## src/sv/sui_pkg.sv

```systemverilog
// ----------------------------------------------------------------------------
// Serial unit-interval calibrator package
// Widths, codes, marker-interval and bound tables shared by the block.
// ----------------------------------------------------------------------------
package sui_pkg;

  localparam int TIME_W       = 46;
  localparam int COUNT_IN_W   = 15;
  localparam int COUNT_WIDTH  = 15;
  localparam int IV_W         = 26;
  localparam int UI_SHIFT     = 12;
  localparam int DIVIDEND_W   = TIME_W + UI_SHIFT;
  localparam int UI_W         = 32;
  localparam int STATUS_W     = 4;
  localparam int CFG_INDEX_W  = 2;
  localparam int CFG_DATA_W   = 5;
  localparam int RATE_W       = 3;
  localparam int FEC_W        = 2;
  localparam int SPEED_W      = 2;
  localparam int LANES_W      = 5;

  localparam logic [TIME_W-1:0] ONE_SECOND = 46'h3B9ACA000000;

  localparam logic [UI_W-1:0] UI10_MIN = 32'h018CC73E;
  localparam logic [UI_W-1:0] UI10_MAX = 32'h018D98F5;
  localparam logic [UI_W-1:0] UI25_MIN = 32'h009EDC00;
  localparam logic [UI_W-1:0] UI25_MAX = 32'h009EE420;

  localparam logic [IV_W-1:0] AM_5406720  = 26'd5406720;
  localparam logic [IV_W-1:0] AM_168960   = 26'd168960;
  localparam logic [IV_W-1:0] AM_4325376  = 26'd4325376;
  localparam logic [IV_W-1:0] AM_21626880 = 26'd21626880;
  localparam logic [IV_W-1:0] AM_43253760 = 26'd43253760;

  // register indexes
  localparam logic [CFG_INDEX_W-1:0] CFG_RATE  = 2'd0;
  localparam logic [CFG_INDEX_W-1:0] CFG_FEC   = 2'd1;
  localparam logic [CFG_INDEX_W-1:0] CFG_SPEED = 2'd2;
  localparam logic [CFG_INDEX_W-1:0] CFG_LANES = 2'd3;

  // rate, FEC and speed codes
  localparam logic [RATE_W-1:0] RATE_10_25  = 3'd0;
  localparam logic [RATE_W-1:0] RATE_50     = 3'd1;
  localparam logic [RATE_W-1:0] RATE_40_100 = 3'd2;
  localparam logic [RATE_W-1:0] RATE_200    = 3'd3;
  localparam logic [RATE_W-1:0] RATE_400    = 3'd4;
  localparam logic [FEC_W-1:0]  FEC_KR      = 2'd0;
  localparam logic [FEC_W-1:0]  FEC_NONE    = 2'd1;
  localparam logic [SPEED_W-1:0] SPEED_10G  = 2'd0;
  localparam logic [SPEED_W-1:0] SPEED_25G  = 2'd1;

  // result status codes
  localparam logic [STATUS_W-1:0] ST_STORED        = 4'd0;
  localparam logic [STATUS_W-1:0] ST_FIRST_INVALID = 4'd1;
  localparam logic [STATUS_W-1:0] ST_NO_FIRST      = 4'd2;
  localparam logic [STATUS_W-1:0] ST_LATE          = 4'd3;
  localparam logic [STATUS_W-1:0] ST_LATER_INVALID = 4'd4;
  localparam logic [STATUS_W-1:0] ST_NO_INTERVAL   = 4'd5;
  localparam logic [STATUS_W-1:0] ST_TX_RANGE      = 4'd6;
  localparam logic [STATUS_W-1:0] ST_RX_RANGE      = 4'd7;
  localparam logic [STATUS_W-1:0] ST_UPDATED       = 4'd8;

  typedef struct packed {
    logic [IV_W-1:0] tx;
    logic [IV_W-1:0] rx;
  } iv_pair_t;

  typedef struct packed {
    logic [UI_W-1:0] lo;
    logic [UI_W-1:0] hi;
  } bounds_t;

  typedef struct packed {
    logic                  zero;
    logic [DIVIDEND_W-1:0] ui;
  } path_res_t;

  function automatic iv_pair_t pick_intervals(logic [RATE_W-1:0] rate,
                                              logic [FEC_W-1:0] fec);
    iv_pair_t p;
    p = '0;
    unique case (rate)
      RATE_10_25: begin
        if (fec == FEC_KR) begin
          p.tx = AM_5406720;
          p.rx = AM_5406720;
        end else if (fec == FEC_NONE) begin
          p.tx = AM_5406720;
          p.rx = AM_168960;
        end
      end
      RATE_50: begin
        if (fec == FEC_NONE) begin
          p.tx = AM_4325376;
          p.rx = AM_4325376;
        end else begin
          p.tx = AM_5406720;
          p.rx = AM_5406720;
        end
      end
      RATE_40_100, RATE_200: begin
        p.tx = AM_21626880;
        p.rx = AM_21626880;
      end
      RATE_400: begin
        p.tx = AM_43253760;
        p.rx = AM_43253760;
      end
      default: p = '0;
    endcase
    return p;
  endfunction

  function automatic bounds_t pick_bounds(logic [SPEED_W-1:0] speed);
    bounds_t b;
    unique case (speed)
      SPEED_10G: begin
        b.lo = UI10_MIN;
        b.hi = UI10_MAX;
      end
      SPEED_25G: begin
        b.lo = UI25_MIN;
        b.hi = UI25_MAX;
      end
      default: b = '0;
    endcase
    return b;
  endfunction

endpackage

```

## src/sv/sui_if.sv

```systemverilog
// ----------------------------------------------------------------------------
// Serial unit-interval calibrator channels
// Snapshot channel and result channel, valid/ready with payload.
// ----------------------------------------------------------------------------
interface sui_in_if;
  logic                           valid;
  logic                           ready;
  logic                           func;
  logic [sui_pkg::TIME_W-1:0]     tx_time;
  logic [sui_pkg::COUNT_IN_W-1:0] tx_count;
  logic                           tx_valid;
  logic [sui_pkg::TIME_W-1:0]     rx_time;
  logic [sui_pkg::COUNT_IN_W-1:0] rx_count;
  logic                           rx_valid;
  logic                           too_late;

  modport source(output valid, func, tx_time, tx_count, tx_valid, rx_time, rx_count,
                 rx_valid, too_late, input ready);
  modport sink(input valid, func, tx_time, tx_count, tx_valid, rx_time, rx_count,
               rx_valid, too_late, output ready);
endinterface

interface sui_out_if;
  logic                         valid;
  logic                         ready;
  logic [sui_pkg::STATUS_W-1:0] status;
  logic [sui_pkg::UI_W-1:0]     tx_unit_interval;
  logic [sui_pkg::UI_W-1:0]     rx_unit_interval;
  logic                         write_enable;

  modport source(output valid, status, tx_unit_interval, rx_unit_interval, write_enable,
                 input ready);
  modport sink(input valid, status, tx_unit_interval, rx_unit_interval, write_enable,
               output ready);
endinterface

```

## src/sv/sui_mul.sv

```systemverilog
// ----------------------------------------------------------------------------
// Serial shift-add multiplier
// One multiplier bit per cycle, LSB first; product valid with done.
// ----------------------------------------------------------------------------
module sui_mul #(
  parameter int A_W = 16,
  parameter int B_W = 26
) (
  input  logic             clk,
  input  logic             rst,
  input  logic             start,
  input  logic [A_W-1:0]   a,
  input  logic [B_W-1:0]   b,
  output logic             done,
  output logic [A_W+B_W-1:0] product
);
  localparam int CNT_W = $clog2(A_W + 1);

  logic [A_W+B_W-1:0] p;
  logic [CNT_W-1:0]   cnt;
  logic               busy;
  logic [B_W:0]       sum;

  assign sum     = {1'b0, p[A_W+B_W-1:A_W]} + (p[0] ? {1'b0, b} : '0);
  assign product = p;

  always_ff @(posedge clk) begin
    if (rst) begin
      busy <= 1'b0;
      done <= 1'b0;
      cnt  <= '0;
    end else begin
      done <= 1'b0;
      if (start) begin
        busy <= 1'b1;
        cnt  <= CNT_W'(A_W);
      end else if (busy) begin
        cnt <= cnt - 1'b1;
        if (cnt == CNT_W'(1)) begin
          busy <= 1'b0;
          done <= 1'b1;
        end
      end
    end
  end

  always_ff @(posedge clk) begin
    if (start) begin
      p <= {{B_W{1'b0}}, a};
    end else if (busy) begin
      p <= {sum, p[A_W-1:1]};
    end
  end
endmodule

```

## src/sv/sui_div.sv

```systemverilog
// ----------------------------------------------------------------------------
// Serial restoring divider
// One quotient bit per cycle, MSB first; quotient valid with done.
// ----------------------------------------------------------------------------
module sui_div #(
  parameter int N = 58,
  parameter int D = 42
) (
  input  logic         clk,
  input  logic         rst,
  input  logic         start,
  input  logic [N-1:0] dividend,
  input  logic [D-1:0] divisor,
  output logic         done,
  output logic [N-1:0] quotient
);
  localparam int CNT_W = $clog2(N + 1);

  logic [D-1:0]     rem;
  logic [N-1:0]     quo;
  logic [CNT_W-1:0] cnt;
  logic             busy;
  logic [D:0]       trial;
  logic [D:0]       diff;
  logic             ge;

  assign trial    = {rem, quo[N-1]};
  assign ge       = trial >= {1'b0, divisor};
  assign diff     = trial - {1'b0, divisor};
  assign quotient = quo;

  always_ff @(posedge clk) begin
    if (rst) begin
      busy <= 1'b0;
      done <= 1'b0;
      cnt  <= '0;
    end else begin
      done <= 1'b0;
      if (start) begin
        busy <= 1'b1;
        cnt  <= CNT_W'(N);
      end else if (busy) begin
        cnt <= cnt - 1'b1;
        if (cnt == CNT_W'(1)) begin
          busy <= 1'b0;
          done <= 1'b1;
        end
      end
    end
  end

  always_ff @(posedge clk) begin
    if (start) begin
      rem <= '0;
      quo <= dividend;
    end else if (busy) begin
      rem <= ge ? diff[D-1:0] : trial[D-1:0];
      quo <= {quo[N-2:0], ge};
    end
  end
endmodule

```

## src/sv/sui_path.sv

```systemverilog
// ----------------------------------------------------------------------------
// Unit-interval path
// Count delta times marker interval, divide by lanes, then divide the
// shifted time delta by that divisor.
// ----------------------------------------------------------------------------
module sui_path #(
  parameter int COUNT_WIDTH = sui_pkg::COUNT_WIDTH
) (
  input  logic                         clk,
  input  logic                         rst,
  input  logic                         start,
  input  logic [sui_pkg::TIME_W-1:0]   dt,
  input  logic [COUNT_WIDTH:0]         dc,
  input  logic [sui_pkg::IV_W-1:0]     iv,
  input  logic [sui_pkg::LANES_W-1:0]  lanes,
  output logic                         done,
  output sui_pkg::path_res_t           res
);
  localparam int DC_W = COUNT_WIDTH + 1;
  localparam int PW   = DC_W + sui_pkg::IV_W;
  localparam int DVD_W = sui_pkg::DIVIDEND_W;

  logic             mul_done;
  logic [PW-1:0]    prod;
  logic             ldiv_done;
  logic [PW-1:0]    divisor;
  logic             ldiv_zero;
  logic             udiv_done;
  logic [DVD_W-1:0] ui;

  sui_mul #(.A_W(DC_W), .B_W(sui_pkg::IV_W)) u_mul (
    .clk(clk), .rst(rst), .start(start), .a(dc), .b(iv),
    .done(mul_done), .product(prod)
  );

  sui_div #(.N(PW), .D(sui_pkg::LANES_W)) u_ldiv (
    .clk(clk), .rst(rst), .start(mul_done), .dividend(prod), .divisor(lanes),
    .done(ldiv_done), .quotient(divisor)
  );

  assign ldiv_zero = (divisor == '0);

  sui_div #(.N(DVD_W), .D(PW)) u_udiv (
    .clk(clk), .rst(rst), .start(ldiv_done && !ldiv_zero),
    .dividend({dt, {sui_pkg::UI_SHIFT{1'b0}}}), .divisor(divisor),
    .done(udiv_done), .quotient(ui)
  );

  // a zero divisor finishes right after the lane division
  assign done     = udiv_done || (ldiv_done && ldiv_zero);
  assign res.zero = ldiv_done && ldiv_zero;
  assign res.ui   = ui;
endmodule

```

## src/sv/serial_unit_interval_calibrator.sv

```systemverilog
// ----------------------------------------------------------------------------
// Serial unit-interval calibrator
// Pairs marker snapshots and computes TX and RX unit intervals in 4.28 ns.
// ----------------------------------------------------------------------------
// Usage:
//   snap   : one beat per snapshot (func 0 stores, func 1 pairs with the
//            stored one). One beat on result answers every snapshot beat.
//   result : status, both unit intervals and write_enable; intervals are
//            zero unless status is "updated".
//   cfg    : write rate_mode, fec_mode, link_speed_mode, lanes_used by index
//            while no snapshot is in flight.
// Answers: snapshots that need no arithmetic answer in the cycle after accept.
//   A pairing that computes intervals runs the TX and RX paths side by side:
//   a shift-add multiply, a lane divide and a time divide, plus handoff
//   registers, and result.valid rises once both paths are done.
// Throughput: one snapshot at a time; the serial units set the rate.
// Reset: clears the stored snapshot flag, the config (lanes_used to 1) and
//   the result channel. A stalled result holds its beat; snap.ready stays
//   low until the result is taken or is being taken.
// ----------------------------------------------------------------------------
module serial_unit_interval_calibrator #(
  parameter int COUNT_WIDTH = sui_pkg::COUNT_WIDTH
) (
  input  logic                             clk,
  input  logic                             rst,
  sui_in_if.sink                           snap,
  sui_out_if.source                        result,
  input  logic                             cfg_write,
  input  logic [sui_pkg::CFG_INDEX_W-1:0]  cfg_index,
  input  logic [sui_pkg::CFG_DATA_W-1:0]   cfg_data
);
  localparam int CW = COUNT_WIDTH;

  typedef enum logic [1:0] {
    S_IDLE = 2'b01,
    S_RUN  = 2'b10
  } state_t;

  state_t state;

  // configuration
  logic [sui_pkg::RATE_W-1:0]  rate_mode;
  logic [sui_pkg::FEC_W-1:0]   fec_mode;
  logic [sui_pkg::SPEED_W-1:0] link_speed_mode;
  logic [sui_pkg::LANES_W-1:0] lanes_used;

  // stored first snapshot
  logic [sui_pkg::TIME_W-1:0] first_tx_time;
  logic [sui_pkg::TIME_W-1:0] first_rx_time;
  logic [CW-1:0]              first_tx_count;
  logic [CW-1:0]              first_rx_count;
  logic                       have_first;

  // operands held for the paths
  logic [sui_pkg::TIME_W-1:0] tx_dt, rx_dt;
  logic [CW:0]                tx_dc, rx_dc;
  logic [sui_pkg::IV_W-1:0]   tx_iv, rx_iv;
  logic                       go;

  // path results
  logic               tx_done, rx_done;
  sui_pkg::path_res_t tx_res, rx_res;
  logic               tx_fin, rx_fin;
  sui_pkg::path_res_t tx_hold, rx_hold;

  logic accept;
  logic out_free;
  logic [CW-1:0] tx_cnow, rx_cnow;
  logic [sui_pkg::TIME_W-1:0] tx_dt_next, rx_dt_next;
  logic [CW:0] tx_dc_next, rx_dc_next;
  sui_pkg::iv_pair_t ivs;
  sui_pkg::bounds_t  bnd;
  logic [sui_pkg::STATUS_W-1:0] fin_status;

  assign out_free   = !result.valid || result.ready;
  assign snap.ready = (state == S_IDLE) && out_free;
  assign accept     = snap.valid && snap.ready;

  // time delta wraps at one second, an equal value counts as a full wrap
  assign tx_dt_next = snap.tx_time - first_tx_time
                      + ((snap.tx_time <= first_tx_time) ? sui_pkg::ONE_SECOND : '0);
  assign rx_dt_next = snap.rx_time - first_rx_time
                      + ((snap.rx_time <= first_rx_time) ? sui_pkg::ONE_SECOND : '0);

  // count delta in 1 .. 2^CW
  assign tx_cnow    = CW'(snap.tx_count);
  assign rx_cnow    = CW'(snap.rx_count);
  assign tx_dc_next = (tx_cnow == first_tx_count) ? {1'b1, {CW{1'b0}}}
                                                  : {1'b0, tx_cnow - first_tx_count};
  assign rx_dc_next = (rx_cnow == first_rx_count) ? {1'b1, {CW{1'b0}}}
                                                  : {1'b0, rx_cnow - first_rx_count};

  assign ivs = sui_pkg::pick_intervals(rate_mode, fec_mode);
  assign bnd = sui_pkg::pick_bounds(link_speed_mode);

  sui_path #(.COUNT_WIDTH(CW)) u_tx (
    .clk(clk), .rst(rst), .start(go), .dt(tx_dt), .dc(tx_dc), .iv(tx_iv),
    .lanes(lanes_used), .done(tx_done), .res(tx_res)
  );

  sui_path #(.COUNT_WIDTH(CW)) u_rx (
    .clk(clk), .rst(rst), .start(go), .dt(rx_dt), .dc(rx_dc), .iv(rx_iv),
    .lanes(lanes_used), .done(rx_done), .res(rx_res)
  );

  // status once both paths are in; the range check sees the full quotient
  always_comb begin
    priority if (tx_hold.zero || rx_hold.zero) begin
      fin_status = sui_pkg::ST_NO_INTERVAL;
    end else if (tx_hold.ui > sui_pkg::DIVIDEND_W'(bnd.hi)
                 || tx_hold.ui < sui_pkg::DIVIDEND_W'(bnd.lo)) begin
      fin_status = sui_pkg::ST_TX_RANGE;
    end else if (rx_hold.ui > sui_pkg::DIVIDEND_W'(bnd.hi)
                 || rx_hold.ui < sui_pkg::DIVIDEND_W'(bnd.lo)) begin
      fin_status = sui_pkg::ST_RX_RANGE;
    end else begin
      fin_status = sui_pkg::ST_UPDATED;
    end
  end

  // configuration writes
  always_ff @(posedge clk) begin
    if (rst) begin
      rate_mode       <= '0;
      fec_mode        <= '0;
      link_speed_mode <= '0;
      lanes_used      <= sui_pkg::LANES_W'(1);
    end else if (cfg_write) begin
      unique case (cfg_index)
        sui_pkg::CFG_RATE:  rate_mode       <= cfg_data[sui_pkg::RATE_W-1:0];
        sui_pkg::CFG_FEC:   fec_mode        <= cfg_data[sui_pkg::FEC_W-1:0];
        sui_pkg::CFG_SPEED: link_speed_mode <= cfg_data[sui_pkg::SPEED_W-1:0];
        sui_pkg::CFG_LANES: lanes_used      <= cfg_data[sui_pkg::LANES_W-1:0];
        default: ;
      endcase
    end
  end

  // control: snapshot handling, sequencing and result register
  always_ff @(posedge clk) begin
    if (rst) begin
      state        <= S_IDLE;
      have_first   <= 1'b0;
      go           <= 1'b0;
      tx_fin       <= 1'b0;
      rx_fin       <= 1'b0;
      result.valid <= 1'b0;
    end else begin
      go <= 1'b0;
      if (result.valid && result.ready) begin
        result.valid <= 1'b0;
      end

      if (tx_done) begin
        tx_fin <= 1'b1;
      end
      if (rx_done) begin
        rx_fin <= 1'b1;
      end

      unique case (state)
        S_IDLE: begin
          if (accept) begin
            // every answer without arithmetic goes out now
            result.valid <= 1'b1;
            if (!snap.func) begin
              have_first    <= snap.tx_valid && snap.rx_valid;
              result.status <= (snap.tx_valid && snap.rx_valid) ? sui_pkg::ST_STORED
                                                              : sui_pkg::ST_FIRST_INVALID;
            end else if (!have_first) begin
              result.status <= sui_pkg::ST_NO_FIRST;
            end else begin
              // pairing consumes the stored snapshot whatever the outcome
              have_first <= 1'b0;
              priority if (snap.too_late) begin
                result.status <= sui_pkg::ST_LATE;
              end else if (!snap.tx_valid || !snap.rx_valid) begin
                result.status <= sui_pkg::ST_LATER_INVALID;
              end else if (ivs.tx == '0 || ivs.rx == '0 || lanes_used == '0) begin
                result.status <= sui_pkg::ST_NO_INTERVAL;
              end else begin
                // hold the result back and start both paths
                result.valid <= 1'b0;
                go           <= 1'b1;
                state        <= S_RUN;
              end
            end
          end
        end
        S_RUN: begin
          if (tx_fin && rx_fin) begin
            tx_fin        <= 1'b0;
            rx_fin        <= 1'b0;
            result.valid  <= 1'b1;
            result.status <= fin_status;
            state         <= S_IDLE;
          end
        end
        default: state <= S_IDLE;
      endcase
    end
  end

  // payload registers
  always_ff @(posedge clk) begin
    if (accept) begin
      result.tx_unit_interval <= '0;
      result.rx_unit_interval <= '0;
      result.write_enable     <= 1'b0;
      if (!snap.func && snap.tx_valid && snap.rx_valid) begin
        first_tx_time  <= snap.tx_time;
        first_rx_time  <= snap.rx_time;
        first_tx_count <= tx_cnow;
        first_rx_count <= rx_cnow;
      end
      tx_dt <= tx_dt_next;
      rx_dt <= rx_dt_next;
      tx_dc <= tx_dc_next;
      rx_dc <= rx_dc_next;
      tx_iv <= ivs.tx;
      rx_iv <= ivs.rx;
    end
    if (tx_done) begin
      tx_hold <= tx_res;
    end
    if (rx_done) begin
      rx_hold <= rx_res;
    end
    if (state == S_RUN && tx_fin && rx_fin) begin
      result.write_enable <= (fin_status == sui_pkg::ST_UPDATED);
      result.tx_unit_interval <= (fin_status == sui_pkg::ST_UPDATED)
                                 ? tx_hold.ui[sui_pkg::UI_W-1:0] : '0;
      result.rx_unit_interval <= (fin_status == sui_pkg::ST_UPDATED)
                                 ? rx_hold.ui[sui_pkg::UI_W-1:0] : '0;
    end
  end

  // write_enable follows the status exactly
  assert property (@(posedge clk) disable iff (rst)
    result.valid |-> (result.write_enable == (result.status == sui_pkg::ST_UPDATED)))
    else $error("write_enable disagrees with status");

  // intervals are zero unless the pairing updated
  assert property (@(posedge clk) disable iff (rst)
    result.valid && !result.write_enable
      |-> (result.tx_unit_interval == '0 && result.rx_unit_interval == '0))
    else $error("nonzero interval on a result that is not an update");

  // a pairing snapshot always consumes the stored one
  assert property (@(posedge clk) disable iff (rst)
    accept && snap.func |=> !have_first)
    else $error("stored snapshot survived a pairing");

  // no new snapshot while the paths compute
  assert property (@(posedge clk) disable iff (rst)
    state == S_RUN |-> !snap.ready)
    else $error("snapshot accepted during computation");
endmodule

```

## src/flat_wrapper.sv

```systemverilog
// flat-port wrapper written by rule: the top's interface ports become plain ports
module serial_unit_interval_calibrator_flat 
#(
  parameter int COUNT_WIDTH = sui_pkg::COUNT_WIDTH
)
  (clk, rst, cfg_write, cfg_index, cfg_data, snap_valid, snap_func, snap_tx_time, snap_tx_count, snap_tx_valid, snap_rx_time, snap_rx_count, snap_rx_valid, snap_too_late, snap_ready, result_valid, result_status, result_tx_unit_interval, result_rx_unit_interval, result_write_enable, result_ready);
  sui_in_if snap_i ();
  sui_out_if result_i ();
  input  logic clk;
  input  logic rst;
  input  logic cfg_write;
  input  logic [sui_pkg::CFG_INDEX_W-1:0] cfg_index;
  input  logic [sui_pkg::CFG_DATA_W-1:0] cfg_data;
  input wire logic [$bits(snap_i.valid)-1:0] snap_valid;
  input wire logic [$bits(snap_i.func)-1:0] snap_func;
  input wire logic [$bits(snap_i.tx_time)-1:0] snap_tx_time;
  input wire logic [$bits(snap_i.tx_count)-1:0] snap_tx_count;
  input wire logic [$bits(snap_i.tx_valid)-1:0] snap_tx_valid;
  input wire logic [$bits(snap_i.rx_time)-1:0] snap_rx_time;
  input wire logic [$bits(snap_i.rx_count)-1:0] snap_rx_count;
  input wire logic [$bits(snap_i.rx_valid)-1:0] snap_rx_valid;
  input wire logic [$bits(snap_i.too_late)-1:0] snap_too_late;
  output wire logic [$bits(snap_i.ready)-1:0] snap_ready;
  output wire logic [$bits(result_i.valid)-1:0] result_valid;
  output wire logic [$bits(result_i.status)-1:0] result_status;
  output wire logic [$bits(result_i.tx_unit_interval)-1:0] result_tx_unit_interval;
  output wire logic [$bits(result_i.rx_unit_interval)-1:0] result_rx_unit_interval;
  output wire logic [$bits(result_i.write_enable)-1:0] result_write_enable;
  input wire logic [$bits(result_i.ready)-1:0] result_ready;
  assign snap_i.valid = snap_valid;
  assign snap_i.func = snap_func;
  assign snap_i.tx_time = snap_tx_time;
  assign snap_i.tx_count = snap_tx_count;
  assign snap_i.tx_valid = snap_tx_valid;
  assign snap_i.rx_time = snap_rx_time;
  assign snap_i.rx_count = snap_rx_count;
  assign snap_i.rx_valid = snap_rx_valid;
  assign snap_i.too_late = snap_too_late;
  assign snap_ready = snap_i.ready;
  assign result_valid = result_i.valid;
  assign result_status = result_i.status;
  assign result_tx_unit_interval = result_i.tx_unit_interval;
  assign result_rx_unit_interval = result_i.rx_unit_interval;
  assign result_write_enable = result_i.write_enable;
  assign result_i.ready = result_ready;
  serial_unit_interval_calibrator #(.COUNT_WIDTH(COUNT_WIDTH)) u_core (.clk(clk), .rst(rst), .snap(snap_i), .result(result_i), .cfg_write(cfg_write), .cfg_index(cfg_index), .cfg_data(cfg_data));
endmodule
```

## config.mk

```make
export PLATFORM = sky130hd
export DESIGN_NAME = serial_unit_interval_calibrator_flat
export DESIGN_NICKNAME = d
export VERILOG_FILES = /design/src/sv/sui_pkg.sv /design/src/sv/sui_if.sv /design/src/sv/sui_mul.sv /design/src/sv/sui_div.sv /design/src/sv/sui_path.sv /design/src/sv/serial_unit_interval_calibrator.sv /design/src/flat_wrapper.sv
export SDC_FILE = /design/constraint.sdc
export NUM_CORES = 2
export LEC_CHECK = 0
export BUFFER_PORTS_ARGS = -buffer_cell sky130_fd_sc_hd__buf_2
export CORE_MARGIN = 2
export CORE_UTILIZATION = 50
export CTS_CLUSTER_DIAMETER = 40
export CTS_CLUSTER_SIZE = 40
export DETAILED_ROUTE_END_ITERATION = 12
export MAX_ROUTING_LAYER = met4
export PLACE_DENSITY = 0.66
export SYNTH_ARGS = -nofsm -noshare
export SYNTH_HDL_FRONTEND = slang
export SYNTH_HIERARCHICAL = 1
export SYNTH_SLANG_ARGS = --single-unit
```

## constraint.sdc

```tcl
create_clock -name clk -period 30.6 [get_ports clk]
set_input_delay 4.59 -clock clk [delete_from_list [all_inputs] [get_ports clk]]
set_output_delay 4.59 -clock clk [all_outputs]
set_load 0.05 [all_outputs]
```

# [After elaboration in Yosys (flattened, before gate mapping)]
# Cells that the tools add are included.
[word_totals] register_bits=928
[classes] eq_ne=28 n_lt_le_gt_ge=10 muxes=107 reduce_logical=66 addsub=18 n_bitwise=11
[op_table] operator="$mux 42" count=6
[op_table] operator="$mux 58" count=4
[op_table] operator="$pmux 52 s4" count=1
[op_table] operator="$mux 32" count=5
[op_table] operator="$gt 58x32->1" count=2
[op_table] operator="$lt 58x25->1" count=2
[op_table] operator="$pmux 57 s2" count=1
[op_table] operator="$mux 16" count=6
[op_table] operator="$add 46x46->46" count=2
[op_table] operator="$le 46x46->1" count=2
[op_table] operator="$mux 46" count=2
[op_table] operator="$sub 46x46->46" count=2
[op_table] operator="$ge 43x42->1" count=2
[op_table] operator="$logic_not 42->1" count=2
[op_table] operator="$sub 42x42->42" count=2
[op_table] operator="$add 26x26->27" count=2
[op_table] operator="$logic_not 26->1" count=2
[op_table] operator="$mux 26" count=2
[op_table] operator="$mux 52" count=1
[op_table] operator="$mux 49" count=1
[op_table] operator="$mux 6" count=8
[op_table] operator="$mux 47" count=1
[op_table] operator="$mux 1" count=43
[op_table] operator="$mux 4" count=10
[op_table] operator="other kinds (36)" count=129

# [Logic depth before layout (Yosys ltp)]
[depth] depth_word=14 depth_mapped=25 mapped_depth_nobuf=24

# [Cells and area by module]
# Netlist, hierarchy kept.
[modules_own_cells] module="serial_unit_interval_calibrator" seq_area_each_um2=13623.1 cells_each=2040 instances=1 area_each_um2=25275.5
[modules_own_cells] module="sui_div at u_core.u_rx.u_udiv ..." seq_area_each_um2=2742.6 cells_each=835 instances=2 area_each_um2=7439.6
[modules_own_cells] module="sui_div at u_core.u_rx.u_ldiv ..." seq_area_each_um2=1521.5 cells_each=183 instances=2 area_each_um2=2547.4
[modules_own_cells] module="sui_mul at u_core.u_tx.u_mul" seq_area_each_um2=1141.1 cells_each=371 instances=1 area_each_um2=3420.8
[modules_own_cells] module="sui_mul at u_core.u_rx.u_mul" seq_area_each_um2=1141.1 cells_each=369 instances=1 area_each_um2=3384.5
[modules_own_cells] module="sui_path" seq_area_each_um2=0.0 cells_each=20 instances=2 area_each_um2=132.6

# [Least setup slack after synthesis]
# OpenSTA, ideal clock, no wires.
[synth_timing] path_kind="input to register" from="in result_ready" to="reg u_core.first_rx_count[0] (enable)" setup_time_ps=757 slack_ps=16066 required_ps=29843 n_path_buf=0 path_stages=4 arrival_ps=13778 path_cell_list="nand2b_1 and2_1 nand2_1 nor3_1"
[synth_via] elab_chain_len=4
[synth_lines] item="from (decl)" line="flat_wrapper.sv:29" rtl="input wire logic [$bits(result_i.ready)-1:0] result_ready;"
[synth_lines] item="$logic_or 1x1->1" line="serial_unit_interval_calibrator.sv:75" rtl="assign out_free = !result.valid || result.ready;"
[synth_lines] item="$logic_and 1x1->1" line="serial_unit_interval_calibrator.sv:76" rtl="assign snap.ready = (state == S_IDLE) && out_free;"
[synth_lines] item="named net snap_ready" line="flat_wrapper.sv:23" rtl="output wire logic [$bits(snap_i.ready)-1:0] snap_ready;"
[synth_lines] item="$logic_and 1x1->1" line="serial_unit_interval_calibrator.sv:77" rtl="assign accept = snap.valid && snap.ready;"
[synth_lines] item="$reduce_and 2->1 (no source line)"
[synth_lines] item="to (signal assigned)" line="serial_unit_interval_calibrator.sv:214" rtl="first_rx_count <= rx_cnow;"
[synth_lines] item="to (decl)" line="serial_unit_interval_calibrator.sv:51" rtl="logic [CW-1:0] first_rx_count;"
# The timed path passes the listed nets, and every way through them passes these cells.
# A chain may end at the register's enable or synchronous reset.

# [Worst setup path after layout]
[layout_timing] from="in result_ready" to="out snap_ready"
[layout_via] elab_chain_len=2
[layout_lines] item="$logic_or 1x1->1" line="serial_unit_interval_calibrator.sv:75"
[layout_lines] item="$logic_and 1x1->1" line="serial_unit_interval_calibrator.sv:76"
[layout_lines] item="to (decl)" line="flat_wrapper.sv:23"
# Every way passes these cells.

==> out/summary.txt <==
Outcome - complete, no violations
Final WL - 121 mm
Hold Violations, Final - 0
Largest net degree at the start of global routing - 78
First-pass GRT wire length - 195 mm
Clock buffer depth - 3
Logic pwr share - 16.8%
GPL Wtd Cong - 0.926
Critical-path cell list - buf_2 -> nand2b_1 -> and2_1 -> buf_2
CTS HTree Levels - 4
# setup viols final - 0
Critical Path AT - 5.25 ns
Ys flop type - edfxtp_1
Skew final - 0.0355 ns
Critical setup path kind - in -> out
Placed instance count - 6375
Switching Share - 28.2%
Dpl hpwl - 89.5 mm
Max Fclk - 0.102 GHz
Worst Tran Pin Value - 1.05 ns
Total gr overflow - 0
Die Y-Extent - 327 um
Cell area after synthesis - 0.0523 mm^2
Hold Path Class - reg -> reg
Grt met2 use - 37.2%
Post-CTS Setup Bufs - 0
Reg power frac - 38.1%
Max Fanout on Critical Path - 4
Worst skew pair latency - 0.74 ns
Met3 Use GR - 4.32%
Fin cells - 6645
Vias - 37300
Clk pin slew, worst setup/hold paths - 0.06 ns
Max Slew Vio Count - 0
Syn_area_per_cell - 10.8 um^2
Initial Utilization - 50.5%
Mapped Cells - 4856
GR peak layer - met2
PD cells - 61.0 mW/mm^2
CTS tree - done
Worst setup EP type - output port
CP max stage cell - buf_2
Post-CTS resize count - 0
Period utilisation layout - 32.2%
Sequential share of the synthesized area - 46.7%
DIE WIDTH - 327 um
Yosys reg bits - 884
Worst vdd ir - 0.0515 mV
Buffers on Ports - 208
Crit-path most repeated cell - buf_2
Core Footprint - 0.104 mm^2
Share of cells above drive strength 1 - 15.6%
Nets - 5759
Max-cap violation count - 0
Met1 usage - 30.0%
Worst hold slack - 0.431 ns
Sw Pwr - 1030 uW
Root buffer cell - clkbuf_16
Synth-to-layout area growth - 14.5%
EDFF count, synth - 673
Rows - 118
Gr usage total - 23.2%
Worst setup SP type - input port
Post-placement setup slack - 20.72 ns
Ys async rst share - 0%
Pre-antenna DRT Iters - 5
DR iter-0 viols - 2384
WL/cell - 18.3 um
Antenna violations before repair - 13
Hold buffers post-CTS - 0
IO Pins - 209
Setup TNS - 0 ns
Fin crit period - 9.84 ns
Inserted Clock Buffers - 142
Die Area - 0.107 mm^2
Vias in the first global route - 36700
Required time of the critical path - 26.01 ns
Post-synth cell types - 113
Synth warn - 6
Clock power frac - 45.1%
Leakage - 0.0243 uW
Slew headroom - 30.2%
Routed Antenna Nets - 0
Clock Sink Count - 884
Remaining DRCs - 0
Final WS setup - 20.76 ns
Internal Pwr Total - 2620 uW
Vias per cell - 5.62
RSZ-0062 raised after global routing - false
Crit-path max cell delay - 0.21 ns
-- cells in the final DEF, fill, tap and decap left out, types with 36 or more instances in the layout --
cell type and instances:
o21ai_1 65, o21ai_0 133, nand2_1 340, conb_1 74, and2_1 112, a21oi_1 276, ha_1 422, nor2b_1 57
a31oi_1 45, edfxtp_1 673, xnor2_1 143, nand4_1 86, and3_1 42, clkbuf_16 146, nor4_1 62, dfxtp_1 206
nand2b_1 45, xor2_1 81, o21a_1 36, a311oi_1 57, nor3_1 107, mux2i_1 44, buf_4 37, mux2_2 235
a21o_1 133, nand3_1 82, nor2_1 334, buf_2 208, fa_1 60, inv_1 363
-- synth_stat cells (20+ instances only) --
cell type / number / area share [%]
o21bai_1: 24 / 0.34
o21ai_0: 135 / 1.3
inv_1: 366 / 2.6
nor2b_1: 57 / 0.68
xor2_1: 81 / 1.4
o31ai_1: 20 / 0.29
edfxtp_1: 673 / 39
a21oi_1: 276 / 2.6
xnor2_1: 143 / 2.4
a311oi_1: 57 / 0.95
o21a_1: 36 / 0.52
a211o_1: 21 / 0.35
nor3_1: 108 / 1.0
mux2_2: 235 / 5.1
nand4_1: 86 / 1.0
a21o_1: 133 / 1.9
nor2_1: 336 / 2.4
buf_2: 22 / 0.21
a31oi_1: 45 / 0.54
and2_1: 112 / 1.3
o21ai_1: 63 / 0.60
nand2b_1: 45 / 0.54
nor4_1: 64 / 0.77
dfxtp_1: 211 / 8.1
fa_1: 60 / 2.3
nand3_1: 82 / 0.78
ha_1: 422 / 10
clkbuf_1: 121 / 0.87
nand2_1: 340 / 2.4
mux2i_1: 44 / 0.84
a211oi_1: 27 / 0.39
and3_1: 42 / 0.50
-- layer usage --
layer | wire length, um | part of all wire (%)
met1 | 55600 | 46
met2 | 57100 | 47
met5 | 0 | 0
met4 | 2680 | 2.2
met3 | 6150 | 5.1
-- worst max-delay path: cells and delay by family --
family	cells	cell delay, ns
buffers and inverters	2	0.30
AND/OR/NAND/NOR	2	0.36
-- final timing paths --
| path | slack (ns) | startpoint | depth (start not counted) | to |
|---|---|---|---|---|
| hold / removal | 0.43 | u_core/u_rx/u_udiv/quotient[5]$_DFFE_PP_ | 0 | u_core/rx_hold[5]$_DFFE_PP_ |
| setup / recovery | 20.76 | result_ready | 4 | snap_ready |
| setup reg to reg | 25.04 | u_core/first_tx_time[18]$_DFFE_PP_ | 23 | u_core/tx_dt[42]$_DFFE_PP_ |
| hold reg to reg | 0.43 | u_core/u_rx/u_udiv/quotient[5]$_DFFE_PP_ | 0 | u_core/rx_hold[5]$_DFFE_PP_ |
-- per-stage QoR --
stage                     power [uW]  area [um^2]  utilization [%]
after detailed placement        2020        54900             53.0
after floorplan                 1870        52600                -
after global routing            3810        59900             57.8
final                           3650        59900             57.8
after CTS                       3680        59900             57.8
after global placement          2010        54900             53.0
-- cell families (layout without fill, tap and decap cells) --
group,after synthesis,in the layout,synth area share (%)
AOI/OAI and AO/OA,1055,1055,13.9
and+or+nand+nor,1385,1385,13.2
DFF,884,884,46.7
adders and majority gates,482,482,12.4
xor gates and xnor gates,224,224,3.75
buffers and inverters,544,873,4.14
other,3,83,0.0215
muxes,279,279,5.90
-- registers in the layout, summed over array words and instances, names as in the netlist, 15 cells and up --
signal,flops
u_core/first_rx_time,46
u_core/tx_hold,59
u_core/tx_dc,16
u_core/u_tx/u_ldiv/quotient,42
u_core/first_rx_count,15
u_core/result.tx_unit_interval,32
u_core/first_tx_time,46
u_core/first_tx_count,15
u_core/u_rx/u_mul/product,42
u_core/u_rx/u_udiv/quotient,58
u_core/u_tx/u_mul/product,42
u_core/rx_dc,16
u_core/result.rx_unit_interval,32
u_core/u_tx/u_udiv/quotient,58
u_core/rx_hold,59
u_core/u_rx/u_ldiv/quotient,42
u_core/u_rx/u_udiv/rem,42
u_core/u_tx/u_udiv/rem,42
u_core/tx_dt,46
u_core/rx_dt,46
-- power by group through the flow --
stage                     Sequential (uW)  Clock, uW  Combinational (uW)
after global routing                 1400       1730                 683
after detailed placement             1410          0                 604
after floorplan                      1420          0                 447
after CTS                            1390       1680                 608
final                                1390       1650                 613
after global placement               1410          0                 599
-- area by class of cell --
class	instances	area, um^2
sequential	884	24400
multi-input combinational	3499	26000
tap	1380	1730
inverter	367	1380
clock inverter	102	1250
clock buffer	159	3720
fill	8865	43700
timing repair buffer	245	1320
antenna	9	22.5
No activity file was read; power rests on OpenSTA's default activity.
